<file path="config.mk">
export PLATFORM = sky130hd
export DESIGN_NAME = ppm_frame_decoder_flat
export DESIGN_NICKNAME = d
export VERILOG_FILES = /design/src/rtl/pfd_pkg.sv /design/src/rtl/pfd_in_if.sv /design/src/rtl/pfd_out_if.sv /design/src/rtl/pfd_cfg_if.sv /design/src/rtl/ppm_frame_decoder.sv /design/src/flat_wrapper.sv
export SDC_FILE = /design/constraint.sdc
export NUM_CORES = 1
export LEC_CHECK = 0
export BUFFER_PORTS_ARGS = -buffer_cell sky130_fd_sc_hd__buf_2
export CAP_MARGIN = 20
export CORE_ASPECT_RATIO = 1.75
export CORE_MARGIN = 2
export CORE_UTILIZATION = 54
export CTS_CLUSTER_DIAMETER = 100
export DETAILED_ROUTE_END_ITERATION = 16
export GPL_TIMING_DRIVEN = 0
export PLACE_DENSITY = 0.7
export SYNTH_ARGS = -nofsm -noshare
export SYNTH_HDL_FRONTEND = slang
export SYNTH_SLANG_ARGS = --single-unit
</file>
<file path="constraint.sdc">
create_clock -name clk -period 5.8 [get_ports clk]
set_input_delay 0.58 -clock clk [delete_from_list [all_inputs] [get_ports clk]]
set_output_delay 0.58 -clock clk [all_outputs]
set_load 0.02 [all_outputs]
</file>
<file path="src/rtl/pfd_pkg.sv">
// Shared types, constants and the sequencer control store of the PPM frame decoder.
package pfd_pkg;

  localparam int unsigned CHANNELS_DEF = 7;
  localparam int unsigned REPORT_LIMIT = 7;
  localparam int unsigned POS_W        = 5;
  localparam int unsigned TIME_W       = 16;
  localparam int unsigned CFG_IDX_W    = 8;

  localparam logic [TIME_W-1:0] SYNC_MIN_RST = 16'd2700;
  localparam logic [TIME_W-1:0] SYNC_MAX_RST = 16'd20000;
  localparam logic [TIME_W-1:0] DATA_MIN_RST = 16'd800;
  localparam logic [TIME_W-1:0] DATA_MAX_RST = 16'd2200;

  localparam logic [CFG_IDX_W-1:0] REG_SYNC_MIN = 8'd0;
  localparam logic [CFG_IDX_W-1:0] REG_SYNC_MAX = 8'd1;
  localparam logic [CFG_IDX_W-1:0] REG_DATA_MIN = 8'd2;
  localparam logic [CFG_IDX_W-1:0] REG_DATA_MAX = 8'd3;

  typedef enum logic [2:0] {
    EV_SYNC_REJECT   = 3'd0,
    EV_FRAME_START   = 3'd1,
    EV_CH_STORED     = 3'd2,
    EV_CH_ERROR      = 3'd3,
    EV_CH_REPORT     = 3'd4,
    EV_START_REPORT  = 3'd5
  } event_t;

  typedef logic [1:0] step_t;
  localparam step_t STEP_CAPTURE = 2'd0;
  localparam step_t STEP_STATUS  = 2'd1;
  localparam step_t STEP_REPORT  = 2'd2;

  typedef enum logic {
    WAIT_IN  = 1'b0,
    WAIT_OUT = 1'b1
  } wait_t;

  typedef enum logic [1:0] {
    OP_CAPTURE = 2'd0,
    OP_STATUS  = 2'd1,
    OP_REPORT  = 2'd2
  } op_t;

  typedef enum logic [1:0] {
    COND_NEVER    = 2'd0,
    COND_REPORT   = 2'd1,
    COND_REP_LAST = 2'd2
  } cond_t;

  typedef struct packed {
    wait_t wait_on;
    op_t   op;
    cond_t cond;
    step_t jump_to;
    step_t next_to;
  } ctrl_t;

  function automatic ctrl_t ucode(input step_t step);
    ctrl_t c;
    case (step)
      STEP_CAPTURE: c = '{WAIT_IN,  OP_CAPTURE, COND_NEVER,    STEP_CAPTURE, STEP_STATUS};
      STEP_STATUS:  c = '{WAIT_OUT, OP_STATUS,  COND_REPORT,   STEP_REPORT,  STEP_CAPTURE};
      STEP_REPORT:  c = '{WAIT_OUT, OP_REPORT,  COND_REP_LAST, STEP_CAPTURE, STEP_REPORT};
      default:      c = '{WAIT_IN,  OP_CAPTURE, COND_NEVER,    STEP_CAPTURE, STEP_CAPTURE};
    endcase
    return c;
  endfunction

endpackage

</file>
<file path="src/rtl/pfd_in_if.sv">
// Input channel carrying one edge capture time per item.
interface pfd_in_if;
  logic                            valid;
  logic                            ready;
  logic [pfd_pkg::TIME_W-1:0]      capture_time;

  modport source (output valid, output capture_time, input ready);
  modport sink   (input valid, input capture_time, output ready);
endinterface

</file>
<file path="src/rtl/pfd_out_if.sv">
// Result channel carrying decoder events and channel widths.
interface pfd_out_if;
  logic                            valid;
  logic                            ready;
  logic [2:0]                      event_res;
  logic [3:0]                      channel_index;
  logic [pfd_pkg::TIME_W-1:0]      width;
  logic                            last;

  modport source (output valid, output event_res, output channel_index, output width,
                  output last, input ready);
  modport sink   (input valid, input event_res, input channel_index, input width,
                  input last, output ready);
endinterface

</file>
<file path="src/rtl/pfd_cfg_if.sv">
// Configuration write channel carrying a register index and write data.
interface pfd_cfg_if;
  logic                            valid;
  logic                            ready;
  logic [pfd_pkg::CFG_IDX_W-1:0]   index;
  logic [pfd_pkg::TIME_W-1:0]      data;

  modport source (output valid, output index, output data, input ready);
  modport sink   (input valid, input index, input data, output ready);
endinterface

</file>
<file path="src/rtl/ppm_frame_decoder.sv">
// PPM frame decoder top level with its microcoded sequencer and datapath.
//
// Each item is a timer value captured at a pulse edge; the block forms the interval since
// the previous edge and classifies it against the sync and data windows. A three-step
// control program runs the datapath: capture, status, and an optional report loop. An
// ordinary item passes through capture, then status into the output register. A sync
// that closes a complete frame then runs the report loop once per reported channel, for
// min(CHANNELS, 7) channels, since every result passes through the single output
// register. Stalls on the result channel hold the sequencer in its current step.
module ppm_frame_decoder #(
  parameter int unsigned CHANNELS = pfd_pkg::CHANNELS_DEF
) (
  input  logic          clk,
  input  logic          rst_n,
  pfd_in_if.sink        in_if,
  pfd_out_if.source     out_if,
  pfd_cfg_if.sink       cfg_if
);

  localparam int unsigned REPORTS = (CHANNELS < pfd_pkg::REPORT_LIMIT) ?
                                    CHANNELS : pfd_pkg::REPORT_LIMIT;
  localparam int unsigned IDX_W   = (CHANNELS > 1) ? $clog2(CHANNELS) : 1;
  localparam int unsigned TW      = pfd_pkg::TIME_W;
  localparam logic [pfd_pkg::POS_W-1:0] POS_WAIT = pfd_pkg::POS_W'(CHANNELS);
  localparam logic [IDX_W-1:0]          REP_END  = IDX_W'(REPORTS - 1);

  logic [TW-1:0]              sync_min_r;
  logic [TW-1:0]              sync_max_r;
  logic [TW-1:0]              data_min_r;
  logic [TW-1:0]              data_max_r;

  pfd_pkg::step_t             step_r;
  pfd_pkg::step_t             step_nxt;
  pfd_pkg::ctrl_t             ctrl;

  logic [TW-1:0]              last_edge_r;
  logic [TW-1:0]              gap_r;
  logic [pfd_pkg::POS_W-1:0]  pos_r;
  logic [pfd_pkg::POS_W-1:0]  pos_nxt;
  logic                       fv_r;
  logic                       fv_nxt;
  logic [IDX_W-1:0]           rep_cnt_r;
  logic [TW-1:0]              store_r [CHANNELS];

  logic                       out_valid_r;
  pfd_pkg::event_t            out_ev_r;
  logic [3:0]                 out_idx_r;
  logic [TW-1:0]              out_width_r;
  logic                       out_last_r;

  logic                       in_acc;
  logic                       out_free;
  logic                       fire;
  logic                       cond_true;
  logic                       waiting;
  logic                       sync_ok;
  logic                       data_ok;
  logic                       report_now;
  logic                       store_we;
  logic                       rep_last;
  pfd_pkg::event_t            st_ev;
  logic [3:0]                 st_idx;
  logic                       do_capture;
  logic                       do_status;
  logic                       do_report;

  assign ctrl     = pfd_pkg::ucode(step_r);
  assign in_acc   = in_if.valid && in_if.ready;
  assign out_free = !out_valid_r || out_if.ready;
  assign rep_last = (rep_cnt_r == REP_END);

  assign waiting = (pos_r >= POS_WAIT);
  assign sync_ok = (gap_r > sync_min_r) && (gap_r < sync_max_r);
  assign data_ok = (gap_r > data_min_r) && (gap_r < data_max_r);

  always_comb begin
    st_ev      = pfd_pkg::EV_SYNC_REJECT;
    st_idx     = 4'd0;
    pos_nxt    = pos_r;
    fv_nxt     = fv_r;
    store_we   = 1'b0;
    report_now = 1'b0;
    if (waiting) begin
      pos_nxt = POS_WAIT;
      if (!sync_ok) begin
        fv_nxt = 1'b0;
      end else if (!fv_r) begin
        st_ev   = pfd_pkg::EV_FRAME_START;
        pos_nxt = '0;
      end else begin
        st_ev      = pfd_pkg::EV_START_REPORT;
        pos_nxt    = '0;
        fv_nxt     = 1'b0;
        report_now = 1'b1;
      end
    end else if (data_ok) begin
      st_ev    = pfd_pkg::EV_CH_STORED;
      st_idx   = pos_r[3:0];
      store_we = 1'b1;
      pos_nxt  = pos_r + 1'b1;
      if (pos_nxt == POS_WAIT) begin
        fv_nxt = 1'b1;
      end
    end else begin
      st_ev   = pfd_pkg::EV_CH_ERROR;
      st_idx  = pos_r[3:0];
      pos_nxt = POS_WAIT;
      fv_nxt  = 1'b0;
    end
  end

  always_comb begin
    fire = (ctrl.wait_on == pfd_pkg::WAIT_IN) ? in_acc : out_free;
    case (ctrl.cond)
      pfd_pkg::COND_NEVER:    cond_true = 1'b0;
      pfd_pkg::COND_REPORT:   cond_true = report_now;
      pfd_pkg::COND_REP_LAST: cond_true = rep_last;
      default:                cond_true = 1'b0;
    endcase
    step_nxt = fire ? (cond_true ? ctrl.jump_to : ctrl.next_to) : step_r;
  end

  always_comb begin
    in_if.ready = (ctrl.wait_on == pfd_pkg::WAIT_IN);
    do_capture  = fire && (ctrl.op == pfd_pkg::OP_CAPTURE);
    do_status   = fire && (ctrl.op == pfd_pkg::OP_STATUS);
    do_report   = fire && (ctrl.op == pfd_pkg::OP_REPORT);
  end

  assign cfg_if.ready        = 1'b1;
  assign out_if.valid        = out_valid_r;
  assign out_if.event_res    = out_ev_r;
  assign out_if.channel_index = out_idx_r;
  assign out_if.width        = out_width_r;
  assign out_if.last         = out_last_r;

  always_ff @(posedge clk) begin
    if (!rst_n) begin
      step_r      <= pfd_pkg::STEP_CAPTURE;
      last_edge_r <= '0;
      pos_r       <= POS_WAIT;
      fv_r        <= 1'b0;
      rep_cnt_r   <= '0;
      out_valid_r <= 1'b0;
      sync_min_r  <= pfd_pkg::SYNC_MIN_RST;
      sync_max_r  <= pfd_pkg::SYNC_MAX_RST;
      data_min_r  <= pfd_pkg::DATA_MIN_RST;
      data_max_r  <= pfd_pkg::DATA_MAX_RST;
    end else begin
      step_r <= step_nxt;
      if (do_capture) begin
        last_edge_r <= in_if.capture_time;
      end
      if (do_status) begin
        pos_r     <= pos_nxt;
        fv_r      <= fv_nxt;
        rep_cnt_r <= '0;
      end
      if (do_report) begin
        rep_cnt_r <= rep_cnt_r + 1'b1;
      end
      if (do_status || do_report) begin
        out_valid_r <= 1'b1;
      end else if (out_if.ready) begin
        out_valid_r <= 1'b0;
      end
      if (cfg_if.valid && cfg_if.ready) begin
        case (cfg_if.index)
          pfd_pkg::REG_SYNC_MIN: sync_min_r <= cfg_if.data;
          pfd_pkg::REG_SYNC_MAX: sync_max_r <= cfg_if.data;
          pfd_pkg::REG_DATA_MIN: data_min_r <= cfg_if.data;
          pfd_pkg::REG_DATA_MAX: data_max_r <= cfg_if.data;
          default: ;
        endcase
      end
    end
  end

  always_ff @(posedge clk) begin
    if (do_capture) begin
      gap_r <= in_if.capture_time - last_edge_r;
    end
    if (do_status && store_we) begin
      store_r[pos_r[IDX_W-1:0]] <= gap_r;
    end
    if (do_status) begin
      out_ev_r    <= st_ev;
      out_idx_r   <= st_idx;
      out_width_r <= gap_r;
      out_last_r  <= !report_now;
    end else if (do_report) begin
      out_ev_r    <= pfd_pkg::EV_CH_REPORT;
      out_idx_r   <= 4'(rep_cnt_r);
      out_width_r <= store_r[rep_cnt_r];
      out_last_r  <= rep_last;
    end
  end

`ifndef SYNTHESIS
  a_accept_to_status: assert property (@(posedge clk) disable iff (!rst_n)
    in_acc |=> (step_r == pfd_pkg::STEP_STATUS))
    else $error("accepted item not followed by status step");

  a_pos_range: assert property (@(posedge clk) disable iff (!rst_n)
    pos_r <= POS_WAIT)
    else $error("channel position beyond channel count");

  a_valid_frame_waits: assert property (@(posedge clk) disable iff (!rst_n)
    fv_r |-> (pos_r == POS_WAIT))
    else $error("valid frame mark set outside sync wait");

  a_report_ends: assert property (@(posedge clk) disable iff (!rst_n)
    (do_report && rep_last) |=> (step_r == pfd_pkg::STEP_CAPTURE) && out_last_r)
    else $error("report sequence did not end on last item");

  a_report_index: assert property (@(posedge clk) disable iff (!rst_n)
    (step_r == pfd_pkg::STEP_REPORT) |-> (rep_cnt_r <= REP_END))
    else $error("report counter past report count");
`endif

endmodule
</file>
<file path="src/flat_wrapper.sv">
// flat-port wrapper written by rule: the top's interface ports become plain ports
module ppm_frame_decoder_flat 
#(
  parameter int unsigned CHANNELS = pfd_pkg::CHANNELS_DEF
)
  (clk, rst_n, in_if_valid, in_if_capture_time, in_if_ready, out_if_valid, out_if_event_res, out_if_channel_index, out_if_width, out_if_last, out_if_ready, cfg_if_valid, cfg_if_index, cfg_if_data, cfg_if_ready);
  pfd_in_if in_if_i ();
  pfd_out_if out_if_i ();
  pfd_cfg_if cfg_if_i ();
  input  logic clk;
  input  logic rst_n;
  input wire logic [$bits(in_if_i.valid)-1:0] in_if_valid;
  input wire logic [$bits(in_if_i.capture_time)-1:0] in_if_capture_time;
  output wire logic [$bits(in_if_i.ready)-1:0] in_if_ready;
  output wire logic [$bits(out_if_i.valid)-1:0] out_if_valid;
  output wire logic [$bits(out_if_i.event_res)-1:0] out_if_event_res;
  output wire logic [$bits(out_if_i.channel_index)-1:0] out_if_channel_index;
  output wire logic [$bits(out_if_i.width)-1:0] out_if_width;
  output wire logic [$bits(out_if_i.last)-1:0] out_if_last;
  input wire logic [$bits(out_if_i.ready)-1:0] out_if_ready;
  input wire logic [$bits(cfg_if_i.valid)-1:0] cfg_if_valid;
  input wire logic [$bits(cfg_if_i.index)-1:0] cfg_if_index;
  input wire logic [$bits(cfg_if_i.data)-1:0] cfg_if_data;
  output wire logic [$bits(cfg_if_i.ready)-1:0] cfg_if_ready;
  assign in_if_i.valid = in_if_valid;
  assign in_if_i.capture_time = in_if_capture_time;
  assign in_if_ready = in_if_i.ready;
  assign out_if_valid = out_if_i.valid;
  assign out_if_event_res = out_if_i.event_res;
  assign out_if_channel_index = out_if_i.channel_index;
  assign out_if_width = out_if_i.width;
  assign out_if_last = out_if_i.last;
  assign out_if_i.ready = out_if_ready;
  assign cfg_if_i.valid = cfg_if_valid;
  assign cfg_if_i.index = cfg_if_index;
  assign cfg_if_i.data = cfg_if_data;
  assign cfg_if_ready = cfg_if_i.ready;
  ppm_frame_decoder #(.CHANNELS(CHANNELS)) u_core (.clk(clk), .rst_n(rst_n), .in_if(in_if_i), .out_if(out_if_i), .cfg_if(cfg_if_i));
endmodule
</file>
==> out/results.txt <==
GPL Wtd Cong -> 0.833
syn_nets -> 1150
Slowest-stage cell, CP -> edfxtp_1
Unique masters post-synth -> 68
reg-to-reg critical path startpoint -> u_core.gap_r[8]
Mean Syn Cell Area -> 11.5 µm²
Root Buffer -> clkbuf_16
Post-synth ARST share -> 0%
crit path time final -> 3.88 ns
setup TNS -> 0 ns
total power -> 5380 µW
cell total after placement -> 1390
filler cell count in the final layout -> 1713
Synth Area in Compound Gates -> 9.21%
IR drop worst, VDD -> 0.261 mV
H-tree levels -> 1
initial core utilization -> 54.6%
die area -> 22900 µm²
initial antenna violation count -> 0
Wirelength per Cell -> 18.0 µm
drt drc -> 0
vias per cell -> 5.45
first-pass GRT wire length -> 40.8 mm
post-synth top area cell -> edfxtp_1
Final ANT Viol Nets -> 0
Area growth, synth to finish -> 14.3%
Worst-path clk slew -> 0.07 ns
post-CTS sizing -> 0
# diodes -> 0
Post-Syn Area -> 11700 µm²
Max Freq -> 258 MHz
Cells after Synth -> 1018
min-delay src -> in_if_capture_time[0]
crit end category -> flip-flop
fin util -> 62.4%
# clock sinks -> 247
Post-Route WL -> 25.7 mm
nets -> 1255
synth top area cells -> edfxtp_1 39%, dfxtp_1 16%, ha_1 9.2%, mux2i_1 6.5%, nand2_1 4.1%
EDFF count, synth -> 152
crit-path leading delay family -> simple AND/OR/NAND/NOR gates
Synth top area share -> 39.1%
Buffers on Ports -> 69
Iter 0 DRT Violations -> 336
Most used DFF post-synth -> edfxtp_1
Setup-failing EPs final -> 0
Worst Hold Path EP -> u_core.last_edge_r[0]
largest family of logic cells by synthesized area -> simple AND/OR/NAND/NOR gates
DRT Pass-1 Iters -> 6
Worst Hold Class -> input port to flip-flop
routed vias -> 7806
vias in the first global route -> 7877
Hold Fails Final Rpt -> 0
Hold Buf Count CTS -> 0
Max Slew Vio Count -> 0
Post-synth top cells -> 152 x edfxtp_1, 128 x nand2_1, 95 x dfxtp_1
critical path class -> flip-flop to flip-flop
mux contribution to synthesized area -> 9.60%
GRT Overall Usage -> 23.4%
Power Density -> 403 nW/µm²
DIE HEIGHT -> 199 µm
Max Cap Viol -> 0
layout cells sized above 1 -> 14.9%
most frequent CP cell -> buf_4
dpl hpwl -> 19.5 mm
top-count cell post-synth -> edfxtp_1
critical path cell sequence -> ha_1 -> nand4_1 -> nor2_1 -> nand2_1 -> o311ai_0 -> o21ai_2 -> or2_1 -> buf_6 -> nor4_2 -> buf_4 -> buf_4
Hold Path Stages -> 3
R2R cell count -> 11
skew final -> 0.0106 ns
Leak -> 0.00513 µW
CP startpoint kind -> flip-flop
outcome -> finished clean
Max Root-Sink Buffers -> 3
total CTS buffers -> 22
critical path peak fanout -> 12
largest net degree at the start of global routing -> 26
Synth Area in Adders -> 9.38%
RR Endpoint -> u_core.store_r[5][14]
r2r setup slk -> 1.92 ns
Yosys reg bits -> 247
RSZ-0062 raised after global routing -> false
Worst-Skew Late Latency -> 0.51 ns
simple-gate portion of the synthesized area -> 11.0%
period utilization -> 66.9%
sequential fraction of the synthesis area -> 55.3%
CP Data Arrival Time -> 4.10 ns
Die X-Extent -> 115 µm
Std-Cell Rows -> 71
CP required -> 6.02 ns
TritonCTS clock tree -> yes
XOR/XNOR Fraction of Synth Area -> 1.05%
Worst Tran Pin Value -> 0.848 ns
Non-Filler Instances -> 1431
Placeable Area -> 21400 µm²
Slew headroom -> 42.7%
CP Buf/Inv Count -> 3
Post-CTS Repair Setup Buffers -> 0
largest stage delay on the critical path -> 0.63 ns
synth warn -> 0
GRT Residual Overflow -> 0
num ports -> 72
## flip-flops by register name, summed over array words and instances, names as in the netlist, named ones only
name / flops
u_core.pos_r: 5
u_core.last_edge_r: 16
u_core.gap_r: 16
u_core.data_max_r: 16
u_core.step_r: 2
u_core.store_r: 112
u_core.out_if.channel_index: 4
u_core.out_if.last: 1
u_core.rep_cnt_r: 3
u_core.out_if.event_res: 3
u_core.sync_min_r: 16
u_core.data_min_r: 16
u_core.out_if.width: 16
u_core.out_if.valid: 1
u_core.sync_max_r: 16
u_core.fv_r: 1
## layout by cell type, fill, tap and decap left out, types with 3 or more instances in the layout
cell       count
a211oi_1       3
a21o_1         8
a21oi_1       65
and2_1         3
and3_1         6
and4_1         3
buf_1          4
buf_2         79
buf_4         12
bufinv_16      4
clkbuf_1      27
clkbuf_16     26
clkinv_1       3
dfxtp_1       95
edfxtp_1     152
ha_1          86
inv_1         85
mux2i_1       76
mux4_2        16
nand2_1      128
nand2b_1       6
nand3_1       14
nand4_1        9
nor2_1        56
nor2b_1        8
nor3_1         9
nor3b_1        3
nor4_1         5
nor4_2         7
o211ai_1      13
o21a_1         6
o21ai_0       51
or2_2          3
xnor2_1        9
xor2_1         5
## how the worst max path moves through the flow
stage	from	to	slack, ns	cells past startpoint
after floorplan	u_core.gap_r[1]	u_core.store_r[4][0]	1.76	9
after global placement	u_core.gap_r[8]	u_core.store_r[5][11]	0.07	9
after detailed placement	u_core.gap_r[8]	u_core.store_r[1][10]	1.93	11
after CTS	u_core.gap_r[8]	u_core.store_r[1][8]	1.92	11
after global routing	u_core.gap_r[1]	u_core.store_r[1][14]	1.67	11
final	u_core.gap_r[8]	u_core.store_r[5][14]	1.92	11
## worst reg2reg max path, stage by stage (launching register included)
cell	delay, ns
edfxtp_1	0.63
ha_1	0.41
nand4_1	0.21
nor2_1	0.19
nand2_1	0.07
o311ai_0	0.44
o21ai_2	0.19
or2_1	0.25
buf_6	0.15
nor4_2	0.55
buf_4	0.29
buf_4	0.21
## power breakdown
part           internal [µW]  switching, µW
Sequential              2170            222
Clock                    988            658
Combinational            515            826
Total                   3680           1710
## stage by stage
step | hold slack, ns | setup slack [ns] | cell area (µm²)
after floorplan | 0.436 | 1.76 | 11700
after global placement | 0.441 | 0.0749 | 12400
after detailed placement | 0.447 | 1.93 | 12500
after CTS | 0.302 | 1.92 | 13300
after global routing | 0.312 | 1.67 | 13400
final | 0.311 | 1.92 | 13400
## area by class of cell
| class | count | area [µm²] | area share [%] |
|---|---|---|---|
| Tap cell | 292 | 365 | 2.73 |
| Multi-Input combinational cell | 642 | 4740 | 35.5 |
| Inverter | 87 | 327 | 2.44 |
| Buffer | 42 | 185 | 1.39 |
| Clock inverter | 12 | 170 | 1.27 |
| Clock buffer | 28 | 658 | 4.93 |
| Timing Repair Buffer | 81 | 450 | 3.37 |
| Sequential cell | 247 | 6470 | 48.4 |
## metal layers
metal | GRT usage (%) | part of all wire, %
met1 | 23.9 | 36
met5 | 0 | 0
met4 | 11.6 | 5.2
met2 | 45.5 | 56
met3 | 2.65 | 3.1
## kinds of logic after synthesis
logic type               after synthesis
flip-flops                           247
XOR/XNOR                              14
other                                  2
multiplexers                          92
adder cells (fa/ha/maj)               87
AND/OR/NAND/NOR                      274
AO/OA/AOI/OAI                        173
buffers and inverters                129
No activity file was read; power rests on OpenSTA's default activity.
